### src/design/bpa_pkg.sv
// Shared types, constants and control structs of the bitmap page allocator.
`timescale 1ns / 1ps

package bpa_pkg;

    localparam int DEF_TOTAL_PAGES   = 32768;
    localparam int DEF_MAP_WORD_BITS = 32;

    localparam int REGION_W   = 64;
    localparam int TYPE_W     = 32;
    localparam int PAGE_SHIFT = 12;
    localparam int PAGE_NUM_W = REGION_W - PAGE_SHIFT;
    localparam int ADDR_W     = 27;
    localparam int PROT_W     = 16;
    localparam int OPC_W      = 2;

    localparam logic [PROT_W-1:0] PROT_RESET  = 16'd256;
    localparam logic [TYPE_W-1:0] USABLE_TYPE = 32'd1;

    localparam logic [OPC_W-1:0] OP_FILL  = 2'd0;
    localparam logic [OPC_W-1:0] OP_FREE  = 2'd1;
    localparam logic [OPC_W-1:0] OP_ALLOC = 2'd2;

    typedef struct packed {
        logic [OPC_W-1:0]    opcode;
        logic [REGION_W-1:0] region_base;
        logic [REGION_W-1:0] region_length;
        logic [TYPE_W-1:0]   region_type;
    } t_in_item;

    typedef struct packed {
        logic [ADDR_W-1:0] page_address;
        logic              alloc_ok;
    } t_out_item;

    typedef struct packed {
        logic load_item;
        logic cnt_clr;
        logic cnt_inc;
        logic rd_en;
        logic range_calc;
        logic wr_fill;
        logic wr_free;
        logic found_latch;
        logic wr_alloc;
        logic out_ok;
        logic out_fail;
    } t_dp_cmd;

    typedef struct packed {
        logic [OPC_W-1:0] op;
        logic             usable;
        logic             range_empty;
        logic             walk_end;
        logic             cnt_last;
        logic             word_full;
        logic             out_free;
    } t_dp_sts;

endpackage

### src/design/bpa_ctrl.sv
// Controller: sequences fill, region free and allocate over the datapath.
`timescale 1ns / 1ps

module bpa_ctrl (
    input  logic             i_clk,
    input  logic             i_rst_n,
    input  logic             i_in_valid,
    output logic             o_in_stall,
    input  bpa_pkg::t_dp_sts i_sts,
    output bpa_pkg::t_dp_cmd o_cmd
);
    import bpa_pkg::*;

    localparam logic [2:0] S_IDLE      = 3'd0;
    localparam logic [2:0] S_DECODE    = 3'd1;
    localparam logic [2:0] S_FREE_CHK  = 3'd2;
    localparam logic [2:0] S_FREE_WALK = 3'd3;
    localparam logic [2:0] S_FILL      = 3'd4;
    localparam logic [2:0] S_SCAN      = 3'd5;
    localparam logic [2:0] S_ALLOC_WR  = 3'd6;
    localparam logic [2:0] S_FAIL_WR   = 3'd7;

    logic [2:0] r_state;
    logic [2:0] n_state;

    always_comb begin
        n_state = r_state;
        o_cmd   = '0;
        case (r_state)
            S_IDLE: begin
                if (i_in_valid) begin
                    o_cmd.load_item = 1'b1;
                    n_state         = S_DECODE;
                end
            end
            S_DECODE: begin
                case (i_sts.op)
                    OP_FILL: begin
                        o_cmd.cnt_clr = 1'b1;
                        n_state       = S_FILL;
                    end
                    OP_FREE: begin
                        o_cmd.range_calc = 1'b1;
                        n_state          = S_FREE_CHK;
                    end
                    OP_ALLOC: begin
                        o_cmd.cnt_clr = 1'b1;
                        o_cmd.rd_en   = 1'b1;
                        n_state       = S_SCAN;
                    end
                    default: begin
                        n_state = S_IDLE;
                    end
                endcase
            end
            S_FREE_CHK: begin
                if (!i_sts.usable || i_sts.range_empty) begin
                    n_state = S_IDLE;
                end else begin
                    o_cmd.cnt_clr = 1'b1;
                    o_cmd.rd_en   = 1'b1;
                    n_state       = S_FREE_WALK;
                end
            end
            S_FREE_WALK: begin
                o_cmd.wr_free = 1'b1;
                if (i_sts.walk_end) begin
                    n_state = S_IDLE;
                end else begin
                    o_cmd.cnt_inc = 1'b1;
                    o_cmd.rd_en   = 1'b1;
                end
            end
            S_FILL: begin
                o_cmd.wr_fill = 1'b1;
                if (i_sts.cnt_last) begin
                    n_state = S_IDLE;
                end else begin
                    o_cmd.cnt_inc = 1'b1;
                end
            end
            S_SCAN: begin
                if (!i_sts.word_full) begin
                    o_cmd.found_latch = 1'b1;
                    n_state           = S_ALLOC_WR;
                end else if (i_sts.cnt_last) begin
                    n_state = S_FAIL_WR;
                end else begin
                    o_cmd.cnt_inc = 1'b1;
                    o_cmd.rd_en   = 1'b1;
                end
            end
            S_ALLOC_WR: begin
                if (i_sts.out_free) begin
                    o_cmd.wr_alloc = 1'b1;
                    o_cmd.out_ok   = 1'b1;
                    n_state        = S_IDLE;
                end
            end
            S_FAIL_WR: begin
                if (i_sts.out_free) begin
                    o_cmd.out_fail = 1'b1;
                    n_state        = S_IDLE;
                end
            end
            default: begin
                n_state = S_IDLE;
            end
        endcase
    end

    always_ff @(posedge i_clk) begin
        if (!i_rst_n) begin
            r_state <= S_IDLE;
        end else begin
            r_state <= n_state;
        end
    end

    assign o_in_stall = (r_state != S_IDLE);

endmodule

### config.mk
export PLATFORM = sky130hd
export DESIGN_NAME = bpa_ctrl
export DESIGN_NICKNAME = d
export VERILOG_FILES = /design/src/design/bpa_pkg.sv /design/src/design/bpa_ctrl.sv
export SDC_FILE = /design/constraint.sdc
export NUM_CORES = 1
export LEC_CHECK = 0
export BUFFER_PORTS_ARGS = -buffer_cell sky130_fd_sc_hd__buf_4
export CAP_MARGIN = 0
export CORE_AREA = 2 2 39 41
export CTS_CLUSTER_DIAMETER = 30
export DETAILED_ROUTE_END_ITERATION = 16
export DIE_AREA = 0 0 41 43
export HOLD_SLACK_MARGIN = 0.08
export PLACE_DENSITY = 0.67
export SYNTH_ARGS = -nofsm -noshare
export SYNTH_HDL_FRONTEND = slang
export SYNTH_SLANG_ARGS = --single-unit
### constraint.sdc
create_clock -name i_clk -period 2.7 [get_ports i_clk]
set_input_delay 0.675 -clock i_clk [delete_from_list [all_inputs] [get_ports i_clk]]
set_output_delay 0.675 -clock i_clk [all_outputs]
set_load 0.005 [all_outputs]
==> results of run 1 <==
## cell type report
cell class,count,share of cell area (%)
multi-input cells,42,49.5
repair buffers,22,28.8
flip-flops and latches,3,10.5
clock buffers,4,4.58
well taps,16,3.49
inverters,5,3.27
## cells by family after synthesis
| family | share of synthesized area [%] |
|---|---|
| AO/OA/AOI/OAI | 30.0 |
| buffers and inverters | 13.2 |
| AND/OR/NAND/NOR | 39.1 |
| flip-flops | 15.1 |
| multiplexers | 2.52 |
## cell usage after synthesis (2+ instances only)
cell type,n
sky130_fd_sc_hd__a21oi_1,4
sky130_fd_sc_hd__buf_4,3
sky130_fd_sc_hd__dfxtp_1,3
sky130_fd_sc_hd__inv_1,4
sky130_fd_sc_hd__nand2_1,2
sky130_fd_sc_hd__nand2b_1,2
sky130_fd_sc_hd__nand3_1,2
sky130_fd_sc_hd__nor2_1,7
sky130_fd_sc_hd__nor3_1,6
sky130_fd_sc_hd__o21ai_0,5
## stage by stage
| stage | hold WS, ns | util [%] | cells | setup WS [ns] | power (mW) |
|---|---|---|---|---|---|
| floorplan | 0.615 | - | 54 | 0.874 | 0.243 |
| global route | 0.685 | 41.5 | 92 | 0.362 | 0.419 |
| CTS | 0.647 | 41.5 | 92 | 0.472 | 0.392 |
| detailed placement | 0.639 | 39.6 | 88 | 0.573 | 0.312 |
| finish | 0.646 | 41.5 | 92 | 0.489 | 0.387 |
| global placement | 0.626 | 39.6 | 88 | 0.586 | 0.311 |
## worst max-delay path: cells and delay by family (launching register included)
| family | cells | cell delay (ns) |
|---|---|---|
| AND/OR/NAND/NOR | 2 | 0.40 |
| flip-flops | 1 | 0.55 |
| buffers and inverters | 1 | 0.13 |
| AO/OA/AOI/OAI | 2 | 0.23 |
## layer usage
metal	global-route usage, %	up-vias	share of wire, %
li1	-	237	-
met1	13.7	197	44
met2	20.6	18	48
met3	1.57	0	7.7
met4	6.00	0	0
met5	0	-	0
## path summary, 6_finish.rpt
check,end,slack (ns)
worst min-delay path,r_state[1],0.65
worst max register to register,r_state[0],1.23
worst max-delay path,o_cmd[7],0.49
worst min register to register,r_state[1],0.65
## power groups by stage
stage / Sequential, mW / Clock, mW / Combinational (mW)
after floorplan: 0.0657 / 0 / 0.177
final: 0.0978 / 0.0778 / 0.211
after detailed placement: 0.0988 / 0 / 0.213
after global routing: 0.103 / 0.0837 / 0.232
after CTS: 0.0979 / 0.0803 / 0.214
after global placement: 0.0985 / 0 / 0.212
==> impl_metrics.env, run 1 <==
export IMPL_share_comb_of_total_power_pct=54.6
export IMPL_design_area_sq_um=574
export IMPL_worst_min_delay_path_category="reg2reg"
export IMPL_grt_pass1_vias=419
export IMPL_setup_tns_final_ns=0
export IMPL_cts_hold_repair_buffers=0
export IMPL_slew_violations=0
export IMPL_largest_register_ffs=3
export IMPL_timing_hold_worst_start="r_state[1]"
export IMPL_cp_data_arrival_time_ns=1.54
export IMPL_cellInternalPower_mw=0.224
export IMPL_synth_top_area_share_pct=15.1
export IMPL_maxCapViolCount=0
export IMPL_cts_resized=0
export IMPL_cts_tree="built"
export IMPL_grt_overflow=0
export IMPL_critical_path_max_stage_delay_ns=0.55
export IMPL_boundaryPins=23
export IMPL_floorplan_die_width_um=41
export IMPL_grt_total_usage_pct=12.1
export IMPL_synth_cell_area_sq_um=397
export IMPL_ys_seq_area_share_pct=15.1
export IMPL_switching_power_mw=0.163
export IMPL_critPathSlowestCell="sky130_fd_sc_hd__dfxtp_1"
export IMPL_post_synth_inst_count=54
export IMPL_via_count=452
export IMPL_height_of_the_die_um=43
export IMPL_commonest_non_fill_non_tap_cells_in_the_layout="sky130_fd_sc_hd__buf_4 (22), sky130_fd_sc_hd__nor2_1 (7), sky130_fd_sc_hd__nor3_1 (6)"
export IMPL_clkPwrFrac_pct=20.1
export IMPL_crit_path_time_final_ns=2.21
export IMPL_fmax_ghz=0.452
export IMPL_switching_share_pct=42.1
export IMPL_worst_reg2reg_path_startpoint="r_state[2]"
export IMPL_fin_skew_ns=0.000109
export IMPL_power_sequential_fraction_pct=25.3
export IMPL_initial_antenna_violation_count=0
export IMPL_worst_skew_pair_late_latency_ns=0.23
export IMPL_io_buffers=22
export IMPL_area_of_the_die_sq_mm=0.00176
export IMPL_synth_fp_nets=65
export IMPL_dr_pass1_iters=4
export IMPL_run_status="completed"
export IMPL_core_area_sq_mm=0.00138
export IMPL_post_synth_top_area_cell="sky130_fd_sc_hd__dfxtp_1"
export IMPL_dominantRegCellSynth="sky130_fd_sc_hd__dfxtp_1"
export IMPL_clock_tree_htree_level_count=1
export IMPL_filler_cell_count=144
export IMPL_registers_top_by_ff_count="r_state"
export IMPL_post_synth_main_area_contributors="sky130_fd_sc_hd__dfxtp_1 (15%), sky130_fd_sc_hd__nor3_1 (7.6%), sky130_fd_sc_hd__o32ai_4 (6.9%)"
export IMPL_min_path_cells=2
export IMPL_postSynthRegisterBits=3
export IMPL_wl_per_cell_um=10.8
export IMPL_synthToLayoutAreaGrowth_pct=44.8
export IMPL_critical_path_cell_chain="nand2b_1, nor3_1, a21oi_1, o21ai_0, buf_4"
export IMPL_n_antenna_cell=0
export IMPL_power_leakage_nw=0.257
export IMPL_finish_net_count=88
export IMPL_post_dp_hpwl_um=779
export IMPL_ys_async_sr_fraction_pct=0
export IMPL_critical_path_endpoint_type="output port"
export IMPL_finalSetupViolCount=0
export IMPL_finalHoldViolCount=0
export IMPL_cts_post_setup_buffers_inserted=0
export IMPL_worst_setup_path_start_kind="flip-flop"
export IMPL_share_of_final_layout_standard_cells_stronger_than_drive_strength_1_pct=40.8
export IMPL_via_per_inst=4.91
export IMPL_period_share_pct=81.9
export IMPL_rr_worst_depth=4
export IMPL_detail_route_antenna_nets=0
export IMPL_seqCellArea_sq_um=60.1
export IMPL_num_clock_sinks=3
export IMPL_critical_path_class="reg2out"
export IMPL_worst_slew_pin_slew_ns=0.411
export IMPL_wl_um=992
export IMPL_clk_path_buf_depth=2
export IMPL_yosys_warnings=0
export IMPL_detailed_place_area_sq_um=548
export IMPL_setup_repair_after_global_routing_missed_its_margin="no"
export IMPL_num_cts_buffers=3
export IMPL_reg_largest_list="r_state: 3 flops"
export IMPL_syn_mean_instance_area_sq_um=7.35
export IMPL_placementRows=14
export IMPL_grt_pass1_wl_um=1520
export IMPL_drc_errors=0
export IMPL_finalWeightedCongestion=0.805
export IMPL_slew_limit_headroom_pct=72.6
export IMPL_count_of_flip_flops_with_a_built_in_enable_after_synthesis=0
export IMPL_required_time_at_the_worst_slack_endpoint_ns=2.03
export IMPL_final_common_cell="sky130_fd_sc_hd__buf_4"
export IMPL_p_per_area_mw_per_mm2=673
export IMPL_crit_start="r_state[0]"
export IMPL_cts_root_buffer_cell="sky130_fd_sc_hd__clkbuf_4"
export IMPL_ys_types=26
export IMPL_clk_pin_slew_ns=0.04
export IMPL_grt_max_degree=14
export IMPL_drt_initial_drc_count=5
export IMPL_timing_critical_path_fanout_max=12
export IMPL_initial_core_utilization_pct=28.7
export IMPL_area_of_combinational_cells_with_multiple_inputs_sq_um=284
export IMPL_irDropWorstVdd_mv=0.175
Power figures use the tool's default switching activity.
==> run 2: changes to the inputs <==
==> constraint.sdc (replaced) <==
create_clock -name i_clk -period 2.3 [get_ports i_clk]
set_input_delay 0.575 -clock i_clk [delete_from_list [all_inputs] [get_ports i_clk]]
set_output_delay 0.575 -clock i_clk [all_outputs]
set_load 0.005 [all_outputs]
==> impl_metrics.env, run 2 (synthesis gave the netlist of run 1 again) <==
export IMPL_critical_path_cell_chain="or2b_1, o31ai_4, buf_4"
export IMPL_clock_tree_htree_level_count=1
export IMPL_power_leakage_nw=0.262
export IMPL_reg2reg_setup_slack_ns=0.82
export IMPL_detail_route_antenna_nets=0
export IMPL_filler_cell_count=150
export IMPL_cts_tree="built"
export IMPL_cpLargestDelayFamily="flip-flops"
export IMPL_finalSetupViolCount=0
export IMPL_power_sequential_fraction_pct=19.6
export IMPL_critPathSlowestCell="sky130_fd_sc_hd__dfxtp_1"
export IMPL_grt_pass1_wl_um=1610
export IMPL_post_dp_hpwl_um=859
export IMPL_cts_root_buffer_cell="sky130_fd_sc_hd__clkbuf_4"
export IMPL_num_cts_buffers=3
export IMPL_reg_largest_list="r_state: 3 flops"
export IMPL_synthToLayoutAreaGrowth_pct=46.7
export IMPL_largest_register_ffs=3
export IMPL_worst_setup_path_start_kind="flip-flop"
export IMPL_wl_um=1070
export IMPL_slew_limit_headroom_pct=73.0
export IMPL_clkPwrFrac_pct=19.0
export IMPL_num_clock_sinks=3
export IMPL_placementRows=14
export IMPL_finalWeightedCongestion=0.809
export IMPL_timing_critical_path_fanout_max=12
export IMPL_finalHoldViolCount=0
export IMPL_worst_min_delay_path_category="in2reg"
export IMPL_critical_path_max_stage_delay_ns=0.53
export IMPL_fin_skew_ns=0.00111
export IMPL_cts_resized=0
export IMPL_irDropWorstVdd_mv=0.220
export IMPL_setup_tns_final_ns=0
export IMPL_required_time_at_the_worst_slack_endpoint_ns=1.73
export IMPL_floorplan_die_width_um=41
export IMPL_critical_path_endpoint_type="output port"
export IMPL_finish_net_count=89
export IMPL_report_power_total_mw=0.471
export IMPL_wl_per_cell_um=11.5
export IMPL_grt_overflow=0
export IMPL_commonest_non_fill_non_tap_cells_in_the_layout="sky130_fd_sc_hd__buf_4 (23), sky130_fd_sc_hd__nor2_1 (7), sky130_fd_sc_hd__nor3_1 (6)"
export IMPL_grt_max_degree=14
export IMPL_crit_path_time_final_ns=2.11
export IMPL_worst_skew_pair_late_latency_ns=0.23
export IMPL_cellInternalPower_mw=0.273
export IMPL_registers_top_by_ff_count="r_state"
export IMPL_grt_pass1_vias=405
export IMPL_drt_initial_drc_count=7
export IMPL_share_of_final_layout_standard_cells_stronger_than_drive_strength_1_pct=41.6
export IMPL_setup_repair_after_global_routing_missed_its_margin="no"
export IMPL_final_common_cell="sky130_fd_sc_hd__buf_4"
export IMPL_cts_post_setup_buffers_inserted=0
export IMPL_run_status="completed"
export IMPL_grt_total_usage_pct=13.0
export IMPL_via_count=467
export IMPL_share_comb_of_total_power_pct=61.4
export IMPL_via_per_inst=5.02
export IMPL_p_per_area_mw_per_mm2=810
export IMPL_gr_usage_met1_pct=15.1
export IMPL_n_antenna_cell=0
export IMPL_boundaryPins=23
export IMPL_drc_errors=0
export IMPL_hold_worst_slack_ns=0.625
export IMPL_detailed_place_area_sq_um=556
export IMPL_design_area_sq_um=582
export IMPL_io_buffers=22
export IMPL_critical_path_class="reg2out"
export IMPL_maxCapViolCount=0
export IMPL_worst_slew_pin_slew_ns=0.405
export IMPL_slew_violations=0
export IMPL_fmax_ghz=0.474
export IMPL_switching_power_mw=0.198
export IMPL_core_area_sq_mm=0.00138
export IMPL_height_of_the_die_um=43
export IMPL_initial_core_utilization_pct=28.7
export IMPL_initial_antenna_violation_count=0
export IMPL_postLayoutCoreUtil_pct=42.0
export IMPL_clk_path_buf_depth=2
export IMPL_met2_usage_pct=23.1
export IMPL_clk_pin_slew_ns=0.03
export IMPL_period_share_pct=91.7
export IMPL_area_of_the_die_sq_mm=0.00176
export IMPL_dr_pass1_iters=4
export IMPL_groute_layer_met3_usage_pct=3.14
export IMPL_cp_data_arrival_time_ns=1.53
export IMPL_switching_share_pct=42.0
export IMPL_grt_busiest_layer="met2"
export IMPL_worst_path_buf_inv=1
export IMPL_cts_hold_repair_buffers=0
[run 2: worst paths after layout]
check / cells past startpoint / startpoint / end
max: 3 / r_state[2] / o_cmd[8]
min: 3 / i_rst_n / r_state[2]
max reg2reg: 4 / r_state[2] / r_state[1]
min reg2reg: 2 / r_state[0] / r_state[2]
[run 2: stage by stage]
stage | cells | setup slack, ns
final | 93 | 0.191
after detailed placement | 89 | 0.364
after CTS | 93 | 0.173
after global placement | 89 | 0.384
after global routing | 93 | 0.0402
after floorplan | 54 | 0.674
[run 2: cell type report]
type | instances | area [sq um] | area share, %
clock buffer | 4 | 26.3 | 4.52
inverter | 5 | 18.8 | 3.23
sequential | 3 | 60.1 | 10.3
multi-input combinational | 42 | 284 | 48.8
timing repair buffer | 23 | 173 | 29.7
tap | 16 | 20.0 | 3.44
[run 2: worst reg2reg max path, cell delays in order, from the launching register on]
cell	delay, ns
sky130_fd_sc_hd__dfxtp_1	0.53
sky130_fd_sc_hd__or2b_1	0.31
sky130_fd_sc_hd__o31ai_4	0.31
sky130_fd_sc_hd__nor2_2	0.09
sky130_fd_sc_hd__mux2i_1	0.12
[run 2: metal layers]
metal	share of wire (%)	wire, um
met1	41	444
met2	52	558
met3	6.4	69
met4	0	0
met5	0	0
[run 2: power groups by stage]
stage               logic (mW)  registers, mW  clock network [mW]
finish                   0.289         0.0923              0.0896
global route             0.315         0.0962              0.0959
CTS                      0.291         0.0927              0.0926
detailed placement       0.291         0.0932                   0
global placement         0.285         0.0930                   0
floorplan                0.208         0.0771                   0
==> run 3: changes to the inputs <==
--- a/config.mk
+++ b/config.mk
@@ -5,6 +5,7 @@
 export SDC_FILE = /design/constraint.sdc
 export NUM_CORES = 1
 export LEC_CHECK = 0
+export ABC_AREA = 1
 export BUFFER_PORTS_ARGS = -buffer_cell sky130_fd_sc_hd__buf_4
 export CAP_MARGIN = 0
 export CORE_AREA = 2 2 39 41
@@ -12,7 +13,7 @@
 export DETAILED_ROUTE_END_ITERATION = 16
 export DIE_AREA = 0 0 41 43
 export HOLD_SLACK_MARGIN = 0.08
-export PLACE_DENSITY = 0.67
+export PLACE_DENSITY = 0.65
 export SYNTH_ARGS = -nofsm -noshare
 export SYNTH_HDL_FRONTEND = slang
 export SYNTH_SLANG_ARGS = --single-unit
==> impl_metrics.env, run 3 <==
export IMPL_io_buffers=22
export IMPL_cellInternalPower_mw=0.331
export IMPL_clkPwrFrac_pct=14.4
export IMPL_cts_post_setup_buffers_inserted=0
export IMPL_critical_path_max_stage_delay_ns=0.47
export IMPL_registers_top_by_ff_count="r_state"
export IMPL_post_dp_hpwl_um=808
export IMPL_power_leakage_nw=0.321
export IMPL_clk_pin_slew_ns=0.04
export IMPL_cts_root_buffer_cell="sky130_fd_sc_hd__clkbuf_4"
export IMPL_finalSetupViolCount=0
export IMPL_most_frequent_cells_after_synthesis="sky130_fd_sc_hd__nand2_1 (14), sky130_fd_sc_hd__inv_1 (11), sky130_fd_sc_hd__nor2_1 (10)"
export IMPL_reg_largest_list="r_state: 3 flops"
export IMPL_timing_critical_path_fanout_max=7
export IMPL_syn_mean_instance_area_sq_um=5.59
export IMPL_period_share_pct=84.5
export IMPL_yosys_cell_count_top_type="sky130_fd_sc_hd__nand2_1"
export IMPL_final_std_cells_w_o_fill=106
export IMPL_commonest_non_fill_non_tap_cells_in_the_layout="sky130_fd_sc_hd__buf_4 (22), sky130_fd_sc_hd__nand2_1 (14), sky130_fd_sc_hd__inv_1 (11)"
export IMPL_count_of_flip_flops_with_a_built_in_enable_after_synthesis=0
export IMPL_setup_repair_after_global_routing_missed_its_margin="no"
export IMPL_timing_final_ws_setup_ns=0.357
export IMPL_clock_tree_htree_level_count=1
export IMPL_ys_types=18
export IMPL_switching_power_mw=0.318
export IMPL_detail_route_antenna_nets=0
export IMPL_critPathSlowestCell="sky130_fd_sc_hd__dfxtp_1"
export IMPL_wl_um=960
export IMPL_ys_seq_area_share_pct=16.3
export IMPL_placementRows=14
export IMPL_slew_violations=0
export IMPL_required_time_at_the_worst_slack_endpoint_ns=1.73
export IMPL_num_clock_sinks=3
export IMPL_drc_errors=0
export IMPL_cts_hold_repair_buffers=0
export IMPL_finish_net_count=102
export IMPL_via_count=481
export IMPL_core_area_sq_mm=0.00138
export IMPL_fin_skew_ns=0.00450
export IMPL_grt_pass1_wl_um=1570
export IMPL_drt_initial_drc_count=8
export IMPL_share_of_final_layout_standard_cells_stronger_than_drive_strength_1_pct=41.1
export IMPL_p_per_area_mw_per_mm2=1150
export IMPL_synthToLayoutAreaGrowth_pct=53.2
export IMPL_post_synth_top_area_cell="sky130_fd_sc_hd__dfxtp_1"
export IMPL_cts_tree="built"
export IMPL_worst_slew_pin_slew_ns=0.283
export IMPL_run_status="completed"
export IMPL_clk_path_buf_depth=2
export IMPL_synth_top_area_share_pct=16.3
export IMPL_wl_per_cell_um=9.06
export IMPL_grt_total_usage_pct=13.3
export IMPL_dp_cells=102
export IMPL_finalHoldViolCount=0
export IMPL_ys_async_sr_fraction_pct=0
export IMPL_switching_share_pct=49.0
export IMPL_dominantRegCellSynth="sky130_fd_sc_hd__dfxtp_1"
export IMPL_final_common_cell="sky130_fd_sc_hd__buf_4"
export IMPL_grt_overflow=0
export IMPL_critical_path_endpoint_type="output port"
export IMPL_dr_pass1_iters=4
export IMPL_finalWeightedCongestion=0.785
export IMPL_post_synth_main_area_contributors="sky130_fd_sc_hd__dfxtp_1 (16%), sky130_fd_sc_hd__nand2_1 (14%), sky130_fd_sc_hd__inv_1 (11%)"
export IMPL_grt_max_degree=9
export IMPL_hold_worst_slack_ns=0.589
export IMPL_initial_antenna_violation_count=0
export IMPL_setup_tns_final_ns=0
export IMPL_floorplan_die_width_um=41
export IMPL_maxCapViolCount=0
export IMPL_height_of_the_die_um=43
export IMPL_largest_register_ffs=3
export IMPL_filler_cell_count=153
export IMPL_irDropWorstVdd_mv=0.440
export IMPL_cts_resized=0
export IMPL_share_comb_of_total_power_pct=65.4
export IMPL_num_cts_buffers=3
export IMPL_yosys_warnings=0
export IMPL_grt_pass1_vias=404
export IMPL_worst_skew_pair_late_latency_ns=0.23
export IMPL_placement_setup_worst_slack_ns=0.498
export IMPL_slew_limit_headroom_pct=81.1
export IMPL_critical_path_cell_chain="inv_2, nand2_1, nor2_1, a21oi_1, nand3b_1, buf_4"
export IMPL_n_antenna_cell=0
export IMPL_boundaryPins=23
export IMPL_worst_min_delay_path_category="in2reg"
export IMPL_via_per_inst=4.54
export IMPL_initial_core_utilization_pct=26.7
export IMPL_fmax_ghz=0.515
export IMPL_critical_path_class="reg2out"
export IMPL_postSynthRegisterBits=3
export IMPL_postLayoutCoreUtil_pct=40.9
export IMPL_synth_fp_nets=77
export IMPL_cp_data_arrival_time_ns=1.37
export IMPL_post_synth_inst_count=66
export IMPL_power_sequential_fraction_pct=20.3
export IMPL_synth_cell_area_sq_um=369
export IMPL_crit_path_time_final_ns=1.94
export IMPL_area_of_the_die_sq_mm=0.00176
export IMPL_worst_setup_path_start_kind="flip-flop"
## run 3: power by group through the flow
stage,combinational [mW],clock (mW),sequential [mW]
floorplan,0.298,0,0.109
global placement,0.411,0,0.133
detailed placement,0.425,0,0.132
CTS,0.428,0.0979,0.131
global route,0.490,0.110,0.137
finish,0.424,0.0931,0.132
## run 3: path summary, 6_finish.rpt
kind / startpoint / endpoint / cells past startpoint / slack, ns
worst max register to register: r_state[2] / r_state[0] / 7 / 1.05
worst max-delay path: r_state[2] / o_cmd[7] / 6 / 0.36
worst min register to register: r_state[1] / r_state[1] / 4 / 0.64
worst min-delay path: i_rst_n / r_state[0] / 3 / 0.59
## run 3: cells by family (layout without fill, tap and decap cells)
logic type	Yosys count	count (layout)	synth area share, %
AND/OR/NAND/NOR	42	42	58.0
AO/OA/AOI/OAI	5	5	7.46
flip-flops	3	3	16.3
buffers and inverters	16	40	18.3
## run 3: metal layers
metal / GRT usage (%) / up-vias / wire [um]
met4: 8.00 / 0 / 0
met2: 18.8 / 19 / 477
li1: - / 246 / -
met1: 15.7 / 216 / 386
met5: 0 / - / 0
met3: 6.28 / 0 / 97
## run 3: cell type report
class                           instances  area, sq um  area share [%]
Tap cell                               16         20.0            3.54
Sequential cell                         3         60.1            10.6
Clock buffer                            4         26.3            4.65
Timing Repair Buffer                   22          165            29.2
Multi-Input combinational cell         47          241            42.7
Inverter                               14         52.6            9.29
## run 3: per-stage QoR
stage | total power [mW] | instance area [sq um]
floorplan | 0.407 | 369
global route | 0.737 | 566
finish | 0.649 | 566
global placement | 0.544 | 539
detailed placement | 0.557 | 539
CTS | 0.658 | 566
## run 3: critical path, delay by kind of cell, from the launching register on
family                 cells  cell delay, ns
buffers and inverters      2            0.26
AO/OA/AOI/OAI              1            0.18
flip-flops                 1            0.47
AND/OR/NAND/NOR            3            0.22
